==> config.mk <==
export PLATFORM = sky130hd
export DESIGN_NAME = wft_ram
export DESIGN_NICKNAME = d
export VERILOG_FILES = /design/src/rtl/word_frequency_tally_defines.svh /design/src/rtl/wft_ram.sv
export SDC_FILE = /design/constraint.sdc
export NUM_CORES = 1
export LEC_CHECK = 0
export BUFFER_PORTS_ARGS = -buffer_cell sky130_fd_sc_hd__buf_2
export CAP_MARGIN = 20
export CORE_MARGIN = 4
export CORE_UTILIZATION = 45
export CTS_CLUSTER_DIAMETER = 150
export DETAILED_ROUTE_END_ITERATION = 8
export PLACE_DENSITY = 0.64
export SLEW_MARGIN = 20
export SYNTH_ARGS = -nofsm -noshare
export SYNTH_HDL_FRONTEND = slang
export SYNTH_SLANG_ARGS = --single-unit
==> constraint.sdc <==
create_clock -name aclk -period 4.5 [get_ports aclk]
set_clock_uncertainty 0.05 [all_clocks]
set_input_delay 0.225 -clock aclk [delete_from_list [all_inputs] [get_ports aclk]]
set_output_delay 0.225 -clock aclk [all_outputs]
set_load 0.02 [all_outputs]
==> src/rtl/word_frequency_tally_defines.svh <==
// Assertion macros for the word frequency tally RTL.
`ifndef WORD_FREQUENCY_TALLY_DEFINES_SVH
`define WORD_FREQUENCY_TALLY_DEFINES_SVH

// Same-cycle implication, clocked on aclk and disabled during reset.
`define WFT_ASSERT_NOW(lbl, ante, cons) \
    lbl: assert property (@(posedge aclk) disable iff (!aresetn) (ante) |-> (cons)) \
        else $error("wft assertion failed");

// Next-cycle implication, clocked on aclk and disabled during reset.
`define WFT_ASSERT_NEXT(lbl, ante, cons) \
    lbl: assert property (@(posedge aclk) disable iff (!aresetn) (ante) |=> (cons)) \
        else $error("wft assertion failed");

`endif

==> src/rtl/wft_ram.sv <==
// Generic simple dual-port RAM with a registered read port.
`timescale 1ns / 1ps
`default_nettype none
module wft_ram #(
    parameter int WIDTH = 8,
    parameter int DEPTH = 16,
    localparam int ADDR_W = (DEPTH > 1) ? $clog2(DEPTH) : 1
) (
    input  wire logic              aclk,
    input  wire logic              we,
    input  wire logic [ADDR_W-1:0] waddr,
    input  wire logic [WIDTH-1:0]  wdata,
    input  wire logic [ADDR_W-1:0] raddr,
    output logic      [WIDTH-1:0]  rdata
);

    logic [WIDTH-1:0] mem [DEPTH];

    // Write port and registered read port.
    always_ff @(posedge aclk) begin
        if (we) begin
            mem[waddr] <= wdata;
        end
        rdata <= mem[raddr];
    end

endmodule
`default_nettype wire

Yosys cells after proc, flatten, opt, wreduce, memory -nomap -nowiden
Memory sizes are Yosys's and may differ from the RTL's. A register that Yosys moved wholly into a read port is not among the register bits.
Index checks and enable logic that the tools add are counted.
Cells by class
  mux-type cells: 2
Operator list (count)
  1-bit 2-to-1 mux: 2
Word-level totals
  word-level logic and storage cells: 3
  input port bits: 18
  memories kept: 1
  RAM bits: 128
  output and inout port bits: 8
  register bits: 0
Memory list
  mem: words 16, bits a word 8, rd ports 1, clocked after Yosys merged registers in 1, wr ports 1, RTL line wft_ram.sv:17  | logic [WIDTH-1:0] mem [DEPTH];

Logic depth before layout (Yosys ltp)
  depth after elaboration: 2
  gate-level depth with buffers: 5

Worst setup path after synthesis
Ideal clock, no wire load.
  kind: input port to flip-flop
  from: input waddr[2]
  to: memory mem[0][0] (enable)
  required time: 4067 ps
  data arrival time: 1335 ps
  setup slack: 2732 ps
  library setup time: 383 ps
  stages: 2
  path through: or3b_2 > nor3_1
RTL lines
  start: declaration: RTL line wft_ram.sv:11  | input wire logic [ADDR_W-1:0] waddr,
  end: declaration: RTL line wft_ram.sv:17
No word-level cell before the write port.

Worst setup path in the final report
  from: input waddr[2]
  to: memory mem[3][0] (enable)
No word-level cell before the write port.

==> results_dict.tcl <==
set metrics [dict create \
    syn_avg_cell_area_um2 22.5 \
    p_leak_uw 0.00197 \
    ys_seq_area_share_pct 77.8 \
    synth_compound_area_share_pct 2.33 \
    startpoint_type "input pin" \
    worstHoldPathType "in2reg" \
    post-place-ws_ns 2.20 \
    crit_slowest_cell "nor2_1" \
    slew_violations 0 \
    die-area_mm2 0.0132 \
    diodes 0 \
    dp_hpwl_mm 5.97 \
    yosysWarnings 0 \
    syn_nets 247 \
    cts_buffer_depth 2 \
    ir_drop_mv 0.204 \
    slowest_delay_ns 0.71 \
    synth_xor_area_share_pct 0 \
    core_region_area_mm2 0.0110 \
    yosysUniqueCellTypes 19 \
    fp.dieH_um 115 \
    ys_seq_elements 136 \
    clock.fmax_mhz 623 \
    netlist_area_mm2 0.00515 \
    layout_setup_ws_ns 2.89 \
    dr.pass1.iters 4 \
    period_share_pct 35.7 \
    muxShareOfSynthArea_pct 15.0 \
    cts_sinks 136 \
    area_growth_syn_to_layout_pct 15.2 \
    synth_top_family_by_area "multiplexers" \
    overflow 0 \
    maxCapViolCount 0 \
    stdcell_count 419 \
    grt_use_total_pct 15.9 \
    drt_wl_total_mm 9.60 \
    tns_ns 0 \
    drc 0 \
    viasPerCell 5.66 \
    outcome "finished, final reports clean" \
    io_buffers 25 \
    grt_pass1_wl_mm 14.8 \
    critical_path_class "in2reg" \
    synth_edf_count 128 \
    cp_max_fo 8 \
    worstMarginPinSlew_ns 0.946 \
    worstSkewPairLatency_ns 0.40 \
    cts_resized 0 \
    nets 284 \
    synthFlopType "edfxtp_1" \
    cp-end-kind "flop" \
    io_pins 26 \
    grt_antenna_before_repair 0 \
    initial_core_util_pct 46.7 \
    synth_fa_ha_area_share_pct 0 \
    drt-initial-drc-count 157 \
    synth-simple-area-share_pct 3.18 \
    layout-drive-gt1-share_pct 26.9 \
    cts_setup_buffers 0 \
    maxSlewHeadroom_pct 36.7 \
    synth_top_area_share_pct 74.7 \
    rsz0062_at_grt "false" \
    num_rows 38 \
    hold_viol 0 \
    clk_pin_slew_ns 0.06 \
    wire_per_inst_um 22.9 \
    dr_total_vias 2372 \
    power.density_mw_per_mm2 472 \
    synth_area_leaders "edfxtp_1, mux4_2, mux4_1" \
    placed_cells 387 \
    grt_max_degree 33 \
    postRouteAntennaNets 0 \
    yosysMostFrequentCell "edfxtp_1" \
    cts_tree "done" \
    synth_largest_area_cell "edfxtp_1" \
    crit_path_cell_trace "buf_2 > or3b_2 > nor2_1" \
    finalSetupViolCount 0 \
    arrival_ns 1.57 \
    htreeDepth 4 \
    gp_congestion 0.690 \
    root_buffer "clkbuf_16" \
    cts_buffers 17 \
    ys_top_cells_by_count "edfxtp_1, mux4_2, a22oi_1" \
    async_flop_share_pct 0 \
    min_period_ns 1.61 \
    required_ns 4.47 \
    fp.dieW_um 115 \
    grt_pass1_vias 2542 \
    cts-hold-fix-buffers 0 \
    postSynthCellCount 229 \
]
where the power goes:
group	total (µW)	leakage [µW]	switching, µW	internal [µW]
Sequential	1430	0.00122	9.13	1420
Combinational	131	0.000488	80.4	51.1
Clock	1240	0.000261	471	769
Total	2800	0.00197	560	2240
per-layer routing:
layer	track usage, %	vias up	wire length (µm)
met3	4.32	2	655
met2	24.7	85	4830
met4	5.16	0	46
li1	-	1045	-
met1	22.1	1240	4070
met5	0	-	0
cell type report:
class | instances | area [µm²]
fillers | 839 | 5100
clock inverters | 9 | 78.8
flip-flops and latches | 136 | 4000
clock buffers | 23 | 458
multi-input cells | 83 | 1060
repair buffers | 28 | 150
well taps | 140 | 175
path summary, 6_finish.rpt:
kind / from / endpoint / slack, ns / depth (start not counted)
hold reg to reg: mem[14][1]$_DFFE_PP_ / rdata[1]$_DFF_P_ / 0.62 / 3
setup / recovery: waddr[2] / mem[3][0]$_DFFE_PP_ / 2.89 / 3
hold / removal: wdata[7] / mem[4][7]$_DFFE_PP_ / 0.15 / 1
setup reg to reg: mem[1][3]$_DFFE_PP_ / rdata[3]$_DFF_P_ / 3.08 / 3
state kept, by name, indices dropped and copies added, names as in the netlist:
register	flops
mem	128
rdata	8
layout by cell type, fill, tap and decap left out, drive strengths merged, types with 4 or more instances in the layout:
master | synthesis | layout
a22oi | 16 | 16
buf | 7 | 28
clkbuf | 0 | 23
clkinv | 0 | 6
dfxtp | 8 | 8
edfxtp | 128 | 128
mux4 | 32 | 32
nand2 | 9 | 9
nor2 | 13 | 13
nor3 | 4 | 4
cell families after synthesis:
| kind of cell | after synthesis |
|---|---|
| muxes | 32 |
| buffers and inverters | 10 |
| DFF | 136 |
| and+or+nand+nor | 35 |
| AOI/OAI and AO/OA | 16 |
through the flow:
stage                     hold slack [ns]  power [µW]  util [%]  instance area [µm²]
final                               0.150        2800      53.7                 5930
after global routing                0.157        2890      53.7                 5930
after CTS                           0.146        2820      53.7                 5930
after detailed placement            0.574        1590      48.9                 5390
after global placement              0.559        1580      48.8                 5380
after floorplan                     0.274        1530         -                 5150
worst max-delay path, delay by kind of cell:
kind | cells | cell delay (ns)
buf+inv | 1 | 0.11
simple gates | 2 | 1.23
Note: power is estimated with default switching activity, not from simulation.
