**config.mk**
```make
export PLATFORM = sky130hd
export DESIGN_NAME = wft_front
export DESIGN_NICKNAME = d
export VERILOG_FILES = /design/src/rtl/word_frequency_tally_defines.svh /design/src/rtl/wft_pkg.sv /design/src/rtl/wft_front.sv
export SDC_FILE = /design/constraint.sdc
export NUM_CORES = 1
export LEC_CHECK = 0
export BUFFER_PORTS_ARGS = -buffer_cell sky130_fd_sc_hd__buf_4
export CAP_MARGIN = 20
export CELL_PAD_IN_SITES_DETAIL_PLACEMENT = 1
export CELL_PAD_IN_SITES_GLOBAL_PLACEMENT = 1
export CORE_MARGIN = 10
export CORE_UTILIZATION = 40
export CTS_BUF_LIST = sky130_fd_sc_hd__clkbuf_4 sky130_fd_sc_hd__clkbuf_8
export CTS_CLUSTER_DIAMETER = 50
export DETAILED_ROUTE_END_ITERATION = 10
export PLACE_DENSITY_LB_ADDON = 0.2
export SYNTH_ARGS = -nofsm -noshare
export SYNTH_HDL_FRONTEND = slang
export SYNTH_SLANG_ARGS = --single-unit
```
**constraint.sdc**
```tcl
create_clock -name aclk -period 3.3 [get_ports aclk]
set_clock_uncertainty 0.1 [all_clocks]
set_input_delay 0.165 -clock aclk [delete_from_list [all_inputs] [get_ports aclk]]
set_output_delay 0.165 -clock aclk [all_outputs]
set_load 0.03 [all_outputs]
```
**src/rtl/word_frequency_tally_defines.svh**
```systemverilog
// Assertion macros for the word frequency tally RTL.
`ifndef WORD_FREQUENCY_TALLY_DEFINES_SVH
`define WORD_FREQUENCY_TALLY_DEFINES_SVH

// Same-cycle implication, clocked on aclk and disabled during reset.
`define WFT_ASSERT_NOW(lbl, ante, cons) \
    lbl: assert property (@(posedge aclk) disable iff (!aresetn) (ante) |-> (cons)) \
        else $error("wft assertion failed");

// Next-cycle implication, clocked on aclk and disabled during reset.
`define WFT_ASSERT_NEXT(lbl, ante, cons) \
    lbl: assert property (@(posedge aclk) disable iff (!aresetn) (ante) |=> (cons)) \
        else $error("wft assertion failed");

`endif

```
**src/rtl/wft_pkg.sv**
```systemverilog
// Shared constants, types and helpers for the word frequency tally.
`timescale 1ns / 1ps
`default_nettype none
package wft_pkg;

    localparam int WORD_CHARS    = 64;
    localparam int TABLE_ENTRIES = 4096;

    localparam int WIDX_W  = (WORD_CHARS > 1) ? $clog2(WORD_CHARS) : 1;
    localparam int LEN_W   = $clog2(WORD_CHARS + 1);
    localparam int EIDX_W  = (TABLE_ENTRIES > 1) ? $clog2(TABLE_ENTRIES) : 1;
    localparam int USED_W  = $clog2(TABLE_ENTRIES + 1);
    localparam int WB_DEPTH = 2 * WORD_CHARS;
    localparam int WB_W    = $clog2(WB_DEPTH);
    localparam int CH_DEPTH = TABLE_ENTRIES * WORD_CHARS;
    localparam int CADDR_W = (CH_DEPTH > 1) ? $clog2(CH_DEPTH) : 1;

    localparam int IDX_OUT_W = 12;
    localparam int COUNT_W   = 32;
    localparam logic [COUNT_W-1:0] COUNT_MAX = '1;

    typedef enum logic [1:0] {
        ST_COUNTED  = 2'd0,
        ST_INSERTED = 2'd1,
        ST_STOPPED  = 2'd2
    } tally_status_t;

    // Oldest finished word waiting in the front queue.
    typedef struct packed {
        logic             valid;
        logic             bank;
        logic [LEN_W-1:0] len;
    } word_desc_t;

    function automatic logic is_separator(input logic [7:0] b);
        return (b == 8'h20) || (b == 8'h09) || (b == 8'h0A) ||
               (b == 8'h0D) || (b == 8'h0B) || (b == 8'h0C);
    endfunction

endpackage
`default_nettype wire

```
**src/rtl/wft_front.sv**
```systemverilog
// Front end: splits the byte stream into words and queues finished words.
`timescale 1ns / 1ps
`default_nettype none
module wft_front (
    input  wire logic                      aclk,
    input  wire logic                      aresetn,
    input  wire logic                      s_valid,
    output logic                           s_ready,
    input  wire logic [7:0]                s_text_byte,
    input  wire logic                      s_end_of_text,
    output logic                           wb_we,
    output logic [wft_pkg::WB_W-1:0]       wb_waddr,
    output logic [7:0]                     wb_wdata,
    output wft_pkg::word_desc_t            head,
    input  wire logic                      pop
);

    logic [wft_pkg::LEN_W-1:0] wlen_reg, wlen_next;
    logic                      bank_reg, bank_next;
    logic [1:0]                count_reg, count_next;
    logic                      rd_reg, rd_next;
    logic [wft_pkg::LEN_W-1:0] qlen_reg [2];

    logic                      acc, sep, keep, push;
    logic [wft_pkg::LEN_W-1:0] len_after, push_len;

    // Classify the incoming item.
    always_comb begin
        acc       = s_valid && s_ready;
        sep       = wft_pkg::is_separator(s_text_byte);
        keep      = !sep && (wlen_reg < wft_pkg::LEN_W'(wft_pkg::WORD_CHARS));
        len_after = keep ? wlen_reg + wft_pkg::LEN_W'(1) : wlen_reg;
        push      = acc && (sep ? (wlen_reg != '0) : s_end_of_text);
        push_len  = sep ? wlen_reg : len_after;
    end

    // Character write into the current bank of the word buffer.
    assign wb_we    = acc && keep;
    assign wb_wdata = s_text_byte;
    assign wb_waddr = (bank_reg ? wft_pkg::WB_W'(wft_pkg::WORD_CHARS) : '0) +
                      wft_pkg::WB_W'(wlen_reg);

    // Queue status; each bank holds at most one finished word.
    assign s_ready    = (count_reg != 2'd2);
    assign head.valid = (count_reg != 2'd0);
    assign head.bank  = rd_reg;
    assign head.len   = qlen_reg[rd_reg];

    always_comb begin
        wlen_next  = wlen_reg;
        bank_next  = bank_reg;
        count_next = count_reg;
        rd_next    = rd_reg;
        if (acc) begin
            wlen_next = push ? '0 : len_after;
        end
        if (push) begin
            bank_next = !bank_reg;
        end
        if (pop) begin
            rd_next = !rd_reg;
        end
        case ({push, pop})
            2'b10:   count_next = count_reg + 2'd1;
            2'b01:   count_next = count_reg - 2'd1;
            default: count_next = count_reg;
        endcase
    end

    always_ff @(posedge aclk) begin
        if (!aresetn) begin
            wlen_reg  <= '0;
            bank_reg  <= 1'b0;
            count_reg <= 2'd0;
            rd_reg    <= 1'b0;
        end else begin
            wlen_reg  <= wlen_next;
            bank_reg  <= bank_next;
            count_reg <= count_next;
            rd_reg    <= rd_next;
        end
    end

    // Word length of each queued bank.
    always_ff @(posedge aclk) begin
        if (push) begin
            qlen_reg[bank_reg] <= push_len;
        end
    end

endmodule
`default_nettype wire

```
# Yosys cells after proc, flatten, opt, wreduce, memory -nomap -nowiden
# Memory sizes are Yosys's and may differ from the RTL's. A register that Yosys moved wholly into a read port is not among the register bits.
# Index checks and enable logic that the tools add are counted.
# word_totals
reg_bits	11
latchBits	0
ramBits	14
romBits	0
input_bits	13
out_inout_bits	26
n_memories	1
# classes
add_sub_neg	4
multipliers	0
n_div	0
order_cmp	1
n_eq_ne	9
shift	0
mux	10
n_bitwise	0
reduce_logical	15
# memory_table
memory	words	width	read_ports	rd_clocked_by_memory_dff	write_ports	line	rtl
qlen_reg	2	7	1	1	1	wft_front.sv:22	logic [wft_pkg::LEN_W-1:0] qlen_reg [2];
# op_table
operator	count
$eq A8 B4 Y1 const B	5
$mux W7	4
$eq A8 B6 Y1 const B	1
$add A7 B1 Y7 const B	1
$add A7 B7 Y7	1
$lt A7 B7 Y1 const B	1
$reduce_bool A7 Y1	1
$logic_or A1 B1 Y1	5
$mux W1	5
$logic_and A1 B1 Y1	4
$pmux W2 S2	1
$reduce_bool A2 Y1	2
$logic_not A1 Y1	3
$add A2 B1 Y2 const B	1
$eq A2 B1 Y1 const B	1
$eq A2 B2 Y1 const B	1
$ne A2 B2 Y1 const B	1
$sub A2 B1 Y2 const B	1

# Depth between registers and ports, before layout
# Gate-level depths: netlist of run 1.
# depth
depth_word	10
ltp_mapped	10
ltp_nobuf	10

# Worst setup path before layout of run 1
# OpenSTA, ideal clock, no wires.
# synth_path
path_type	flip-flop to flip-flop
startpoint	register count_reg[0]
endpoint	memory qlen_reg[0][0] (netlist bit), enable pin
setup_time_ns	0.393
arrival_time_ns	1.849
required_ns	2.807
slack_ns	0.957
path_stages_with_launch	4
path_buffers	0
cell_sequence	dfxtp_1 -> nand2b_1 -> nand2_1 -> nor4_1
# synth_between
elab_chain_cells	5
# synth_lines
item	line	rtl
start: declaration	wft_front.sv:20	logic [1:0] count_reg, count_next;
start signal: assignment	wft_front.sv:79	count_reg <= count_next;
$ne A2 B2 Y1	wft_front.sv:44	assign s_ready = (count_reg != 2'd2);
via s_ready	wft_front.sv:8	output logic s_ready,
$logic_and A1 B1 Y1	wft_front.sv:29	acc = s_valid && s_ready;
$logic_and A1 B1 Y1	wft_front.sv:33	push = acc && (sep ? (wlen_reg != '0) : s_end_of_text);
$mux W1	wft_front.sv:86	if (push) begin
$mux W1 (not written as such)	wft_front.sv:87	qlen_reg[bank_reg] <= push_len;
end: declaration	wft_front.sv:22	
# The timed path passes the listed nets, and every way through them passes these cells.

# Worst setup path after layout of run 1
# layout_path
startpoint	register wlen_reg[0] (netlist bit)
endpoint	register count_reg[1]
# layout_between
elab_chain_cells	5
elab_cells_between_ends	7
classes_between	eq/ne (2); mux (2); reduce/logical (3)
# layout_lines
item	line	rtl
start: declaration	wft_front.sv:18	logic [wft_pkg::LEN_W-1:0] wlen_reg, wlen_next;
start signal: assignment	wft_front.sv:77	wlen_reg <= wlen_next;
$reduce_bool A7 Y1 (*)	wft_front.sv:33	
$mux W1 (*)	wft_front.sv:33	
$logic_and A1 B1 Y1 (*)	wft_front.sv:33	
$eq A2 B1 Y1 or $eq A2 B2 Y1 (tied branches)	wft_front.sv:63	case ({push, pop})
$pmux W2 S2 or $reduce_bool A2 Y1 (tied branches)	-	
# Every way passes the cells marked *; elsewhere a longest branch is shown, timed or not.
# A chain may end at the register's enable or synchronous reset.

==> results of run 1 <==
==> critical path: cells and delay by family (launching register included) <==
kind	cells	cell delay [ps]
AO/OA/AOI/OAI	1	140
adder cells (fa/ha/maj)	2	540
buffers and inverters	2	270
flip-flops	1	430
AND/OR/NAND/NOR	5	760
==> per-stage QoR <==
stage,util (%),cells,area [µm²],hold WS (ps)
detailed placement,47.68,215,1745,345.9
floorplan,-,147,1516,219.2
global placement,47.68,215,1745,335.9
finish,49.62,219,1817,62.78
CTS,49.62,219,1817,62.21
global route,49.62,219,1817,80.91
==> area by class of cell <==
cell class | count | area, µm² | share of cell area [%]
multi-input combinational | 96 | 705.7 | 38.84
inverter | 5 | 18.77 | 1.033
clock buffer | 3 | 41.29 | 2.273
timing repair buffer | 40 | 300.3 | 16.53
tap | 48 | 60.06 | 3.306
sequential | 26 | 660.6 | 36.36
clock inverter | 1 | 30.03 | 1.653
==> placed cells by master (no fill, tap or decap), types with 2 or more instances in the layout <==
master	synthesis	final
a21oi_2	2	2
buf_4	15	40
o21a_1	2	2
ha_1	3	3
dfxtp_1	12	12
or3_1	2	2
nor2b_1	2	2
a32o_1	3	3
nor3_1	4	4
edfxtp_1	14	14
nand4b_1	3	3
inv_1	5	5
a21oi_1	3	3
xor2_1	4	4
a211o_2	2	2
nand3_1	3	3
xnor2_1	5	5
mux2_2	7	7
or2_2	2	2
nor2_1	8	8
a211oi_1	3	3
or4_1	2	2
clkbuf_8	0	3
o21ai_0	3	3
and2_1	2	2
nor4_1	2	2
nand2_1	10	10
==> synthesized netlist by cell type (2+ instances only) <==
master,count
buf_4,15
edfxtp_1,14
dfxtp_1,12
nand2_1,10
nor2_1,8
mux2_2,7
clkbuf_1,5
inv_1,5
xnor2_1,5
nor3_1,4
xor2_1,4
a211oi_1,3
a21oi_1,3
a32o_1,3
ha_1,3
nand3_1,3
nand4b_1,3
o21ai_0,3
a211o_2,2
a21oi_2,2
and2_1,2
nor2b_1,2
nor4_1,2
o21a_1,2
or2_2,2
or3_1,2
or4_1,2
==> logic make-up (layout without fill, tap and decap cells) <==
| family | count (synthesis) | count (layout) | synth area share (%) |
|---|---|---|---|
| AND/OR/NAND/NOR | 48 | 48 | 18.07 |
| AO/OA/AOI/OAI | 29 | 29 | 15.59 |
| flip-flops | 26 | 26 | 43.56 |
| buffers and inverters | 25 | 49 | 9.901 |
| XOR/XNOR | 9 | 9 | 5.198 |
| multiplexers | 7 | 7 | 5.198 |
| adder cells (fa/ha/maj) | 3 | 3 | 2.476 |
==> power groups by stage <==
stage	registers, mW	logic, mW	clock network (mW)
2_1_floorplan	0.374	0.137	0
3_3_place_gp	0.378	0.191	0
3_5_place_dp	0.380	0.196	0
4_1_cts	0.373	0.196	0.265
5_1_grt	0.375	0.209	0.274
6_report	0.372	0.193	0.258
==> layer usage <==
metal / wire [µm] / global-route usage (%)
met1: 1534 / 13.79
met2: 1891 / 20.54
met3: 209 / 2.293
met4: 46 / 4.592
met5: 0 / 0
==> path summary, 6_finish.rpt <==
check,startpoint,depth (start not counted),to,slack (ps)
worst max-delay path,wlen_reg[0],10,count_reg[1],1010
worst min-delay path,pop,3,rd_reg,60
worst max register to register,wlen_reg[0],10,count_reg[1],1010
worst min register to register,count_reg[1],2,count_reg[1],420
==> results.md, run 1 <==
* Outcome: finished, final reports clean
* Yosys warnings at 0
* Required time worst endpoint at 3410 ps
* Power per Cell Area at 452.9 nW/µm²
* Die X at 81.57 µm
* GRT Residual Overflow at 0
* Setup violators final at 0
* Cts bufs inserted at 3
* Drt wl/cell at 16.81 µm
* Post-synth top area cell: edfxtp_1
* Slowest cell delay on critical path at 430 ps
* Worst setup EP type: register
* Sw frac at 27.07%
* FMAX at 0.4364 GHz
* Mapped Cells at 147
* Core area at 3661 µm²
* Slowest cell on the critical path: dfxtp_1
* Cts hold-fix bufs at 0
* ANT nets after route at 0
* Path type of the worst setup path: reg -> reg
* Worst setup margin at 1008 ps
* Final period utilization at 69.44%
* Die Y-Extent at 81.57 µm
* Fin. Hold Viols at 0
* Max reg flops at 14
* Dpl ws at 827.2 ps
* Largest net degree at the start of global routing at 16
* Max Root-Sink Buffers at 2
* Layout filler cell count at 422
* Via Count at 1175
* Min Clock Period, post-route at 2292 ps
* H-tree Lvls at 1
* Fin nets at 188
* Routed vias/inst at 5.365
* Power share of the clock group at 31.4%
* Crit path max fanout at 9
* Post-CTS Setup Bufs at 0
* Post-Route WL at 3.682 mm
* Critical path, cell by cell: inv_1 -> ha_1 -> nand3_1 -> nor3_2 -> buf_4 -> nor2_1 -> nand2_1 -> ha_1 -> or3_1 -> a21oi_1
* Setup TNS at 0 ps
* Worst EP arrival at 2400 ps
* Static leakage at 0.7322 nW
* Seq/Total Area, Yosys at 43.56%
* Top cells by area, synth: edfxtp_1 28%, dfxtp_1 16%, buf_4 7.4%
* Seq pwr share at 45.2%
* GPL Wtd Cong at 0.8169
* Sw Pwr at 0.2227 mW
* Tightest Pin Transition at 594.1 ps
* Int Pwr at 0.6000 mW
* Fraction of layout cells with a size suffix above 1 at 38.01%
* Synthesized net count at 163
* Post-synth EDFFs at 14
* CTS resizes at 0
* Post-DP HPWL at 2.977 mm
* Synth Flop Type: edfxtp_1
* CTS tree: built
* Clock latency on the worst-skew pair at 270 ps
* Max-cap violation count at 0
* Synth top area share at 27.72%
* VDD IR max at 0.1751 mV
* Clock Root Buffer: clkbuf_8
* Diodes inserted at 0
* Seq cells post-synth at 26
* RSZ-0062 raised after global routing: no
* Asr flop ratio synth at 0%
* Max-slew violations at 0
* First-pass GRT wire length at 6.099 mm
* Distinct cell type count after synthesis at 46
* Drt drc at 0
* Area delta synth->final at 19.80%
* DRT iter0 DRCs at 57
* Crit-path most repeated cell: ha_1
* Hold Path Class: in -> reg
* Clock slew at reported path FFs at 80 ps
* Mapped Area at 1516 µm²
* Total clock sinks at 26
* Power share of the combinational group at 23.4%
* Drt pass-1 iters at 4
* Die area at 6654 µm²
* I/O Pins at 39
* Synth Area per Inst at 10.32 µm²
* Number of core rows at 22
* Count of input and output buffers at 38
* Gr usage total at 11.73%
* Crit start category: register
* Initial Util at 41.42%
* Vias in the first global route at 1253
* Initial antenna violation count at 0
* Slew headroom at 59.84%
* Tot Pwr at 0.8227 mW
Note: power is estimated with default switching activity, not from simulation.
==> run 2: changes to the inputs <==
clock period = 2.32 ns   (was 3.3 ns; I/O delays follow)
==> run 2 against run 1 <==
Die area is the same. Flip-flop and latch count is the same. Clock power grew 44%. Via count grew 2.2%. Cell count grew 3.2%. Total power grew 44%. Highest routed layer unchanged. Largest cell class unchanged. Combinational power grew 46%. Sequential power grew 42%. Count of clock-buffer cells in the layout is the same.
==> results.md, run 2 (same netlist as run 1, synthesis figures left out) <==
* Hold Startpoint: pop (unchanged)
* H-tree Lvls at 1 (unchanged)
* Origin of the worst setup path: wlen_reg[0] (unchanged)
* Required time worst endpoint at 2420 ps (was 3410 ps)
* GRT Residual Overflow at 0 (unchanged)
* Most common cell after layout, fill and taps aside: buf_4 (unchanged)
* Drt wl/cell at 16.92 µm (was 16.81 µm)
* VDD IR max at 0.3145 mV (was 0.1751 mV)
* Max-cap violation count at 0 (unchanged)
* ANT nets after route at 0 (unchanged)
* Max-slew violations at 0 (unchanged)
* CTS tree: built (unchanged)
* Gr usage total at 12.24% (was 11.73%)
* Outcome: finished, final reports clean (unchanged)
* Post-Route WL at 3.824 mm (was 3.682 mm)
* Setup TNS at 0 ps (unchanged)
* Die X at 81.57 µm (unchanged)
* Static leakage at 0.7725 nW (was 0.7322 nW)
* Crit start category: register (unchanged)
* Max Root-Sink Buffers at 2 (unchanged)
* CTS resizes at 0 (unchanged)
* RSZ-0062 raised after global routing: no (unchanged)
* Core area at 3661 µm² (unchanged)
* Post-CTS Setup Bufs at 0 (unchanged)
* Slew headroom at 69.15% (was 59.84%)
* Initial antenna violation count at 0 (unchanged)
* Routed vias/inst at 5.314 (was 5.365)
* Fraction of layout cells with a size suffix above 1 at 42.70% (was 38.01%)
* Path type of the worst setup path: reg -> reg (unchanged)
* Tightest Pin Transition at 462.8 ps (was 594.1 ps)
* I/O Pins at 39 (unchanged)
* FMAX at 0.4686 GHz (was 0.4364 GHz)
* Drt drc at 0 (unchanged)
* Via Count at 1201 (was 1175)
* Crit path max fanout at 6 (was 9)
* Layout filler cell count at 407 (was 422)
* Drt pass-1 iters at 4 (unchanged)
* Initial Util at 41.42% (unchanged)
* DRT iter0 DRCs at 29 (was 57)
* Vias in the first global route at 1311 (was 1253)
* First-pass GRT wire length at 6.368 mm (was 6.099 mm)
* Number of core rows at 22 (unchanged)
* Die area at 6654 µm² (unchanged)
* Clock latency on the worst-skew pair at 270 ps (about the same)
* Area of the multi-input gates at 718.2 µm² (was 705.7 µm²)
* Clock slew at reported path FFs at 90 ps (was 80 ps)
* Diodes inserted at 0 (unchanged)
* Finished Layout Cells at 226 (was 219)
* Worst setup EP type: register (unchanged)
* Cts hold-fix bufs at 0 (unchanged)
* Min Clock Period, post-route at 2134 ps (was 2292 ps)
* Reg2reg start: wlen_reg[0] (unchanged)
* Clock Root Buffer: clkbuf_8 (unchanged)
* GPL Wtd Cong at 0.8452 (was 0.8169)
* Hold Path Class: in -> reg (unchanged)
* Die Y-Extent at 81.57 µm (unchanged)
* Total clock sinks at 26 (unchanged)
* Area delta synth->final at 24.26% (was 19.80%)
* Fin. Hold Viols at 0 (unchanged)
* Largest net degree at the start of global routing at 16 (unchanged)
* Max reg flops at 14 (unchanged)
* Setup violators final at 0 (unchanged)
* Final period utilization at 91.99% (was 69.44%)
* Fin nets at 195 (was 188)
* Power per Cell Area at 627.5 nW/µm² (was 452.9 nW/µm²)
* Post-layout util at 51.47% (was 49.62%)
* Register area at 663.1 µm² (was 660.6 µm²)
* Cts bufs inserted at 3 (unchanged)
* Count of input and output buffers at 38 (unchanged)
* Most frequent cells in the layout: 47 x buf_4, 14 x edfxtp_1, 10 x nand2_1, 10 x dfxtp_1, 8 x nor2_1 (was 40 x buf_4, 14 x edfxtp_1, 12 x dfxtp_1, 10 x nand2_1, 8 x nor2_1)
* Post-DP HPWL at 3.090 mm (was 2.977 mm)
* Worst EP arrival at 2230 ps (was 2400 ps)
* Dpl cells at 222 (was 215)
[run 2: changes by cell type in the layout (fill, tap and decap cells not counted)]
cell,change
dfxtp_1,-2
buf_4,+7
dfxtp_2,+2
nor4_1,-2
nor4_2,+2
[run 2: per-layer routing]
metal / up-vias / part of all wire, % / GRT usage (%)
met3: 7 / 5.9 / 3.166
met2: 28 / 50 / 20.62
met5: - / 0 / 0
met4: 0 / 1.9 / 5.272
li1: 590 / - / -
met1: 576 / 42 / 14.40
[run 2: cell type report]
class                      count  area share (%)
clock buffer                   3           2.191
clock inverter                 1           1.594
inverter                       5          0.9960
multi-input combinational     96           38.11
sequential                    26           35.19
tap                           48           3.187
timing repair buffer          47           18.73
[run 2: report_power, final]
group | internal, mW | switching, mW
clock network | 0.231 | 0.140
registers | 0.510 | 0.0193
logic | 0.117 | 0.165
[run 2: worst paths after layout]
path / end / slack (ps) / cells past startpoint
setup / recovery: count_reg[1] / 190 / 9
hold / removal: rd_reg / 4 / 3
setup reg to reg: count_reg[1] / 190 / 9
hold reg to reg: rd_reg / 450 / 2
[run 2: stage by stage]
step / hold WS [ps] / setup slack [ps] / total power [mW] / cell area [µm²]
CTS: 2.184 / 102.4 / 1.197 / 1876
finish: 3.995 / 185.9 / 1.182 / 1884
global route: 37.85 / 24.98 / 1.239 / 1884
detailed placement: 295.6 / 112.1 / 0.8246 / 1804
global placement: 289.3 / 224.0 / 0.8149 / 1804
floorplan: 170.2 / 63.76 / 0.7281 / 1523
[run 2: critical path: stages, from the launching register on]
cell,delay (ps)
dfxtp_2,390
inv_1,80
ha_1,210
nand3_1,100
nor3_2,50
nor2_1,170
nand2_1,80
ha_1,310
or3_1,360
a21oi_1,190
